**src/rtl/core/fdsi_pkg.sv**
```systemverilog
// Shared types and constants for the finite-difference / Simpson integrator.
package fdsi_pkg;

    localparam int DATA_W      = 32;
    localparam int IDX_W       = 10;
    localparam int ERR_W       = 31;
    localparam int WSUM_W      = 64;
    localparam int OUT_TDATA_W = 144;

    // Configuration register indexes
    localparam logic [1:0] CFG_INVERSE_STEP = 2'd0;
    localparam logic [1:0] CFG_STEP_THIRD   = 2'd1;

    localparam logic [DATA_W-1:0] INVERSE_STEP_RST = 32'd65536;
    localparam logic [DATA_W-1:0] STEP_THIRD_RST   = 32'd21845;

    // Difference methods
    localparam logic [1:0] METHOD_FORWARD  = 2'd0;
    localparam logic [1:0] METHOD_CENTERED = 2'd1;
    localparam logic [1:0] METHOD_BACKWARD = 2'd2;

    // Set status
    localparam logic [1:0] STATUS_OK       = 2'd0;
    localparam logic [1:0] STATUS_ODD      = 2'd1;
    localparam logic [1:0] STATUS_TOO_FEW  = 2'd2;

    typedef struct packed {
        logic                     start;
        logic                     centered;
        logic signed [WSUM_W-1:0] operand;
        logic [DATA_W-1:0]        mult;
    } t_mul_req;

    typedef struct packed {
        logic [IDX_W-1:0]         point_index;
        logic signed [DATA_W-1:0] derivative;
        logic [1:0]               method;
        logic                     last_result;
        logic signed [DATA_W-1:0] simpson_integral;
        logic signed [DATA_W-1:0] exact_integral;
        logic [ERR_W-1:0]         absolute_error;
        logic [1:0]               status;
    } t_result;

endpackage

```
**src/rtl/core/fdsi_mul.sv**
```systemverilog
// Shared scaling unit: |v| * mult over two 32x32 passes, round, shift, saturate.
module fdsi_mul
    import fdsi_pkg::*;
#(
    parameter int FRACTION_BITS = 16
) (
    input  logic                     i_clk,
    input  logic                     i_rst_n,
    input  t_mul_req                 i_req,
    output logic                     o_done,
    output logic signed [DATA_W-1:0] o_result
);

    localparam int ACC_W = WSUM_W + DATA_W;

    logic                   r_busy;
    logic [1:0]             r_step;
    logic                   r_neg;
    logic                   r_centered;
    logic [WSUM_W-1:0]      r_mag;
    logic [DATA_W-1:0]      r_mult;
    logic [2*DATA_W-1:0]    r_prod;
    logic [ACC_W-1:0]       r_acc;
    logic                   r_done;
    logic signed [DATA_W-1:0] r_result;

    logic [DATA_W-1:0]      mul_a;
    logic [ACC_W-1:0]       rounded;
    logic [ACC_W-1:0]       quot;
    logic [DATA_W-1:0]      limit;
    logic [DATA_W-1:0]      mag_res;

    assign mul_a = (r_step == 2'd0) ? r_mag[DATA_W-1:0] : r_mag[WSUM_W-1:DATA_W];

    always_comb begin
        if (r_centered) begin
            rounded = r_acc + (ACC_W'(1) << FRACTION_BITS);
            quot    = rounded >> (FRACTION_BITS + 1);
        end else begin
            rounded = r_acc + (ACC_W'(1) << (FRACTION_BITS - 1));
            quot    = rounded >> FRACTION_BITS;
        end
        limit = r_neg ? 32'h8000_0000 : 32'h7FFF_FFFF;
        if ((|quot[ACC_W-1:DATA_W]) || (quot[DATA_W-1:0] > limit)) begin
            mag_res = limit;
        end else begin
            mag_res = quot[DATA_W-1:0];
        end
    end

    always_ff @(posedge i_clk) begin
        if (!i_rst_n) begin
            r_busy <= 1'b0;
            r_step <= 2'd0;
            r_done <= 1'b0;
        end else begin
            r_done <= 1'b0;
            if (i_req.start && !r_busy) begin
                r_busy     <= 1'b1;
                r_step     <= 2'd0;
                r_neg      <= i_req.operand[WSUM_W-1];
                r_mag      <= i_req.operand[WSUM_W-1] ? WSUM_W'(-i_req.operand)
                                                      : WSUM_W'(i_req.operand);
                r_mult     <= i_req.mult;
                r_centered <= i_req.centered;
            end else if (r_busy) begin
                r_step <= r_step + 2'd1;
                case (r_step)
                    2'd0: begin
                        r_prod <= mul_a * r_mult;
                    end
                    2'd1: begin
                        r_acc  <= {{DATA_W{1'b0}}, r_prod};
                        r_prod <= mul_a * r_mult;
                    end
                    2'd2: begin
                        r_acc <= r_acc + {r_prod, {DATA_W{1'b0}}};
                    end
                    default: begin
                        r_result <= r_neg ? -mag_res : mag_res;
                        r_done   <= 1'b1;
                        r_busy   <= 1'b0;
                    end
                endcase
            end
        end
    end

    assign o_done   = r_done;
    assign o_result = r_result;

endmodule

```
**config.mk**
```make
export PLATFORM = sky130hd
export DESIGN_NAME = fdsi_mul
export DESIGN_NICKNAME = d
export VERILOG_FILES = /design/src/rtl/core/fdsi_pkg.sv /design/src/rtl/core/fdsi_mul.sv
export SDC_FILE = /design/constraint.sdc
export NUM_CORES = 2
export LEC_CHECK = 0
export BUFFER_PORTS_ARGS = -buffer_cell sky130_fd_sc_hd__buf_4
export CAP_MARGIN = 30
export CORE_UTILIZATION = 40
export CTS_BUF_LIST = sky130_fd_sc_hd__clkbuf_8 sky130_fd_sc_hd__clkbuf_16
export CTS_CLUSTER_DIAMETER = 120
export DETAILED_ROUTE_END_ITERATION = 16
export PLACE_DENSITY = 0.62
export SLEW_MARGIN = 20
export SYNTH_ARGS = -nofsm -noshare
export SYNTH_HDL_FRONTEND = slang
export SYNTH_SLANG_ARGS = --single-unit
export TNS_END_PERCENT = 100
```
**constraint.sdc**
```tcl
create_clock -name i_clk -period 11.8 [get_ports i_clk]
set_input_delay 1.77 -clock i_clk [delete_from_list [all_inputs] [get_ports i_clk]]
set_output_delay 1.77 -clock i_clk [all_outputs]
set_load 0.01 [all_outputs]
```
## Word-level counts from Yosys, hierarchy flattened

Cells that the tools add are included.

- Shift operators: 0
- Order comparisons: 1
- Equality and inequality tests: 2
- Reductions and logical operators: 14
- Bitwise gates (word level): 4
- Multiplexer cells: 11
- $add $sub $neg: 6
- Div/mod/pow operators: 0
- $mul: 1

Operators with widths:

| operator | count |
|---|---|
| $pmux 96 s2 | 1 |
| $mux 32 | 4 |
| $add 96x16->96 const B | 1 |
| $add 96x17->96 const B | 1 |
| $add 96x96->96 | 1 |
| $mux 80 | 1 |
| $mul 32x32->64 | 1 |
| $neg 64->64 | 1 |
| $reduce_or 64->1 | 1 |
| $mux 63 | 1 |
| $gt 32x32->1 | 1 |
| $neg 32->32 | 1 |
| $reduce_and 4->1 | 3 |
| $reduce_or 3->1 | 2 |
| $mux 1 | 4 |
| $not 1->1 | 4 |
| $reduce_or 2->1 | 2 |
| $add 2x1->2 const B | 1 |
| $eq 2x1->1 const B | 1 |
| $eq 2x2->1 const B | 1 |
| $logic_not 2->1 | 1 |
| $reduce_and 2->1 | 1 |
| $reduce_bool 2->1 | 1 |
| $logic_and 1x1->1 | 1 |
| other kinds (2) | 2 |

- Bits in latches: 0
- Bits in registers: 294
- Memories kept: 0
- Logic and storage cells: 50
- Memory bits (writable): 0
- Bits of input ports: 100
- Memory bits (read-only): 0
- Output and inout port bits: 33

## Logic depth before layout (Yosys ltp)

- Depth in word-level cells: 7
- Gate-level depth with buffers: 36
- Gate-level depth less buffers: 33

## Worst setup path before layout

Ideal clock, no wire load.

- Path kind: register to register
- Start: register r_step[0]
- End: register r_prod[62], data pin
- Required time: 11.542 ns
- Stages on the path, launching flop included: 35
- Setup time: 0.258 ns
- Path buffers: 3
- Period minus slack after synthesis: 9.323 ns
- Data arrival time: 9.066 ns
- Path slack: 2.477 ns
- Cell sequence: dfxtp_1 -> inv_1 -> ha_1 -> clkbuf_1 -> clkbuf_1 -> mux2_2 -> clkbuf_1 -> and2_1 -> fa_1 -> fa_1 -> fa_1 -> inv_1 -> fa_1 -> inv_1 -> fa_1 -> inv_1 -> fa_1 -> inv_1 -> fa_1 -> inv_1 -> fa_1 -> inv_1 -> ha_1 -> and3_1 -> nand4_1 -> nor2_1 -> a2111oi_0 -> o31ai_1 -> a31oi_1 -> o31ai_1 -> a221oi_1 -> o21bai_1 -> a221oi_1 -> o21bai_1 -> xnor2_1

- Word-level cells in the longest chain between the ends: 3

Ends and longest elaborated chain:

| item | line | source |
|---|---|---|
| start, declared | fdsi_mul.sv:17 | `logic [1:0] r_step;` |
| start signal, assigned | fdsi_mul.sv:67 | `r_step <= r_step + 2'd1;` |
| $logic_not 2->1 | fdsi_mul.sv:33, fdsi_mul.sv:68 |  |
| $mux 32 | fdsi_mul.sv:33 | `assign mul_a = (r_step == 2'd0) ? r_mag[DATA_W-1:0] : r_mag[WSUM_W-1:DATA_W];` |
| $mul 32x32->64 | fdsi_mul.sv:70, fdsi_mul.sv:74 |  |
| end signal, assigned | fdsi_mul.sv:70 | `r_prod <= mul_a * r_mult;` |
| end signal, assigned | fdsi_mul.sv:74 | `r_prod <= mul_a * r_mult;` |
| end, declared | fdsi_mul.sv:22 | `logic [2*DATA_W-1:0] r_prod;` |

No other way between the ends.
A chain may end at the register's enable or synchronous reset.

## Final worst setup path

Ends and elaborated chain as after synthesis.

==> impl_metrics.env <==
export IMPL_outcome="completed"
export IMPL_cts_tree="done"
export IMPL_clk_pin_slew_ps=70
export IMPL_dp_hpwl_um=118000
export IMPL_slowest_delay_ps=770
export IMPL_grt_use_total_pct=23.7
export IMPL_worst_pin_slew_ps=1070
export IMPL_fp_dieW_um=365
export IMPL_rr_endpoint="r_prod[62]$_DFFE_PP_"
export IMPL_ys_warnings_count=0
export IMPL_holdPathStages=2
export IMPL_die_y_um=365
export IMPL_reg2reg_from="r_step[0]$_SDFFE_PP0P_"
export IMPL_end_kind="flop"
export IMPL_routed_wl_um=155000
export IMPL_skew_ps=49.8
export IMPL_cp_arrival_ps=10770
export IMPL_vias=39800
export IMPL_rsz0062_at_grt="no"
export IMPL_clockBufferDepth=3
export IMPL_io_pins=133
export IMPL_place_congestion=0.979
export IMPL_max_freq_ghz=0.0957
export IMPL_drt_pass1_iterations=6
export IMPL_cts_buffers=36
export IMPL_avgSynthCellArea_um2=9.37
export IMPL_pre_cts_ws_ps=1380
export IMPL_yosys_cell_types_count=75
export IMPL_cts_hold_repair_buffers=0
export IMPL_ys_flop_type="edfxtp_1"
export IMPL_drv_cap=0
export IMPL_rr_worst_depth=32
export IMPL_grt_pass1_vias=41300
export IMPL_slew_viol_final=0
export IMPL_synth_edf_count=275
export IMPL_regArea_mm2=0.00834
export IMPL_clk_latency_ps=620
export IMPL_coreArea_mm2=0.130
export IMPL_first_iter_violations=2782
export IMPL_timing_critical_path_required_ps=12120
export IMPL_grt_max_degree=76
export IMPL_crit_path_start_kind="flop"
export IMPL_wire_per_inst_um=21.1
export IMPL_hold_path_startpoint="r_step[1]$_SDFFE_PP0P_"
export IMPL_fillerInstances=12700
export IMPL_reg2reg_slack_ps=1350
export IMPL_place_inst=7289
export IMPL_drive_above_1_share_pct=6.17
export IMPL_instances_no_fill=7357
export IMPL_grt_pass1_wl_um=240000
export IMPL_slew_headroom_pct=28.9
export IMPL_cts_resized_gates=0
export IMPL_portBuffers=132
export IMPL_synthToLayoutAreaGrowth_pct=7.25
export IMPL_multi_input_area_mm2=0.0399
export IMPL_setup_viol=0
export IMPL_syn_nets=7001
export IMPL_antenna_found_initial=3
export IMPL_overflow=0
export IMPL_ant_nets=0
export IMPL_finalCriticalPeriod_ps=10450
export IMPL_syn_inst=5637
export IMPL_cts_root_buf="clkbuf_16"
export IMPL_syn_area_mm2=0.0528
export IMPL_post_cts_buffers=0
export IMPL_rows=132
export IMPL_crit_path_max_fanout=32
export IMPL_nets=6950
export IMPL_avgViaCountPerCell=5.41
export IMPL_route_detailed_drc=0
export IMPL_critPathKind="reg2reg"
export IMPL_setup_ws_ps=1350
export IMPL_async_flop_share_pct=0
export IMPL_hold_class="reg2reg"
export IMPL_final_core_util_pct=43.5
export IMPL_finalCritPeriodShare_pct=88.6
export IMPL_hold_viol=0
export IMPL_cts_htree_levels=2
export IMPL_seq_area_frac_synth_pct=15.8
export IMPL_final_setup_tns_ps=0
export IMPL_synth_seq_cells=279
export IMPL_cpMaxStageDelayCell="mux2_2"
export IMPL_dieArea_mm2=0.133
export IMPL_min_to="r_step[1]$_SDFFE_PP0P_"
export IMPL_cts_sinks=279
export IMPL_initial_core_util_pct=40.6
## state kept, by name, summed over array words and instances (netlist names)
register / flops
o_done: 1
r_neg: 1
r_step: 2
r_mult: 32
o_result: 32
r_prod: 64
r_busy: 1
r_acc: 81
r_mag: 64
r_centered: 1
## synth_stat cells (100+ instances only)
library cell	instances	area share (%)
ha_1	367	8.7
fa_1	897	34
a21oi_1	143	1.4
inv_1	940	6.7
nand2_1	596	4.2
a21o_1	103	1.5
o21ai_0	100	0.95
xnor2_1	205	3.4
and2_1	633	7.5
edfxtp_1	275	16
nor2_1	160	1.1
clkbuf_1	286	2.0
## critical path, delay by kind of cell (launching register included)
family	cells	cell delay, ps
AND/OR/NAND/NOR	3	480
flip-flops	1	340
adder cells (fa/ha/maj)	10	4760
AO/OA/AOI/OAI	9	2750
multiplexers	1	770
buffers and inverters	8	870
XOR/XNOR	1	140
## cells by family (layout without fill, tap and decap cells)
logic type | Yosys count | count (layout) | share of synthesized area (%)
and+or+nand+nor | 1903 | 1903 | 18.8
adders and majority gates | 1264 | 1264 | 42.7
buffers and inverters | 1232 | 1206 | 8.78
AOI/OAI and AO/OA | 561 | 561 | 6.96
xor gates and xnor gates | 303 | 303 | 5.03
DFF | 279 | 279 | 15.8
muxes | 95 | 95 | 1.94
other | 0 | 4 | 0
## through the flow
step           cell area (um2)  hold WS (ps)
6_report                 56600           588
5_1_grt                  56600           615
4_1_cts                  56600           597
3_5_place_dp             55400           581
3_3_place_gp             55400           557
2_1_floorplan            52800           486
## cell type report
class / count / share of cell area [%]
Inverter: 941 / 6.24
Clock buffer: 36 / 1.59
Antenna cell: 4 / 0.0177
Clock inverter: 27 / 0.431
Timing Repair Buffer: 202 / 2.77
Multi-Input combinational cell: 4126 / 70.4
Tap cell: 1742 / 3.85
Sequential cell: 279 / 14.7
## routing by layer
metal	vias to the layer above	part of all wire (%)	global-route usage [%]
met5	-	0.012	0
met4	2	5.1	10.8
met3	347	7.2	3.47
met2	1646	46	38.6
met1	19900	42	31.0
li1	17900	-	-
## worst max path at each step
stage / slack, ps / cells past startpoint / startpoint / endpoint
floorplan: 2480 / 34 / r_step[0]$_SDFFE_PP0P_ / r_prod[62]$_DFFE_PP_
global placement: 1460 / 32 / r_step[0]$_SDFFE_PP0P_ / r_prod[63]$_DFFE_PP_
detailed placement: 1380 / 32 / r_step[0]$_SDFFE_PP0P_ / r_prod[63]$_DFFE_PP_
CTS: 1290 / 32 / r_step[0]$_SDFFE_PP0P_ / r_prod[63]$_DFFE_PP_
global route: 760 / 32 / r_step[0]$_SDFFE_PP0P_ / r_prod[63]$_DFFE_PP_
finish: 1350 / 32 / r_step[0]$_SDFFE_PP0P_ / r_prod[62]$_DFFE_PP_
## cell usage in the layout, fill, tap and decap left out, types with 80 or more instances in the layout
| cell | synthesis | final |
|---|---|---|
| inv_1 | 940 | 946 |
| fa_1 | 897 | 897 |
| and2_1 | 633 | 633 |
| nand2_1 | 596 | 596 |
| ha_1 | 367 | 365 |
| edfxtp_1 | 275 | 275 |
| xnor2_1 | 205 | 205 |
| buf_4 | 0 | 196 |
| nor2_1 | 160 | 159 |
| a21oi_1 | 143 | 143 |
| a21o_1 | 103 | 103 |
| o21ai_0 | 100 | 100 |
| xor2_1 | 98 | 98 |
| nor3_1 | 94 | 94 |
| nand3_1 | 80 | 80 |
Power is left out: the tool's default activity adds up to more than one toggle a clock period on the data nets, which glitch-free logic cannot reach.
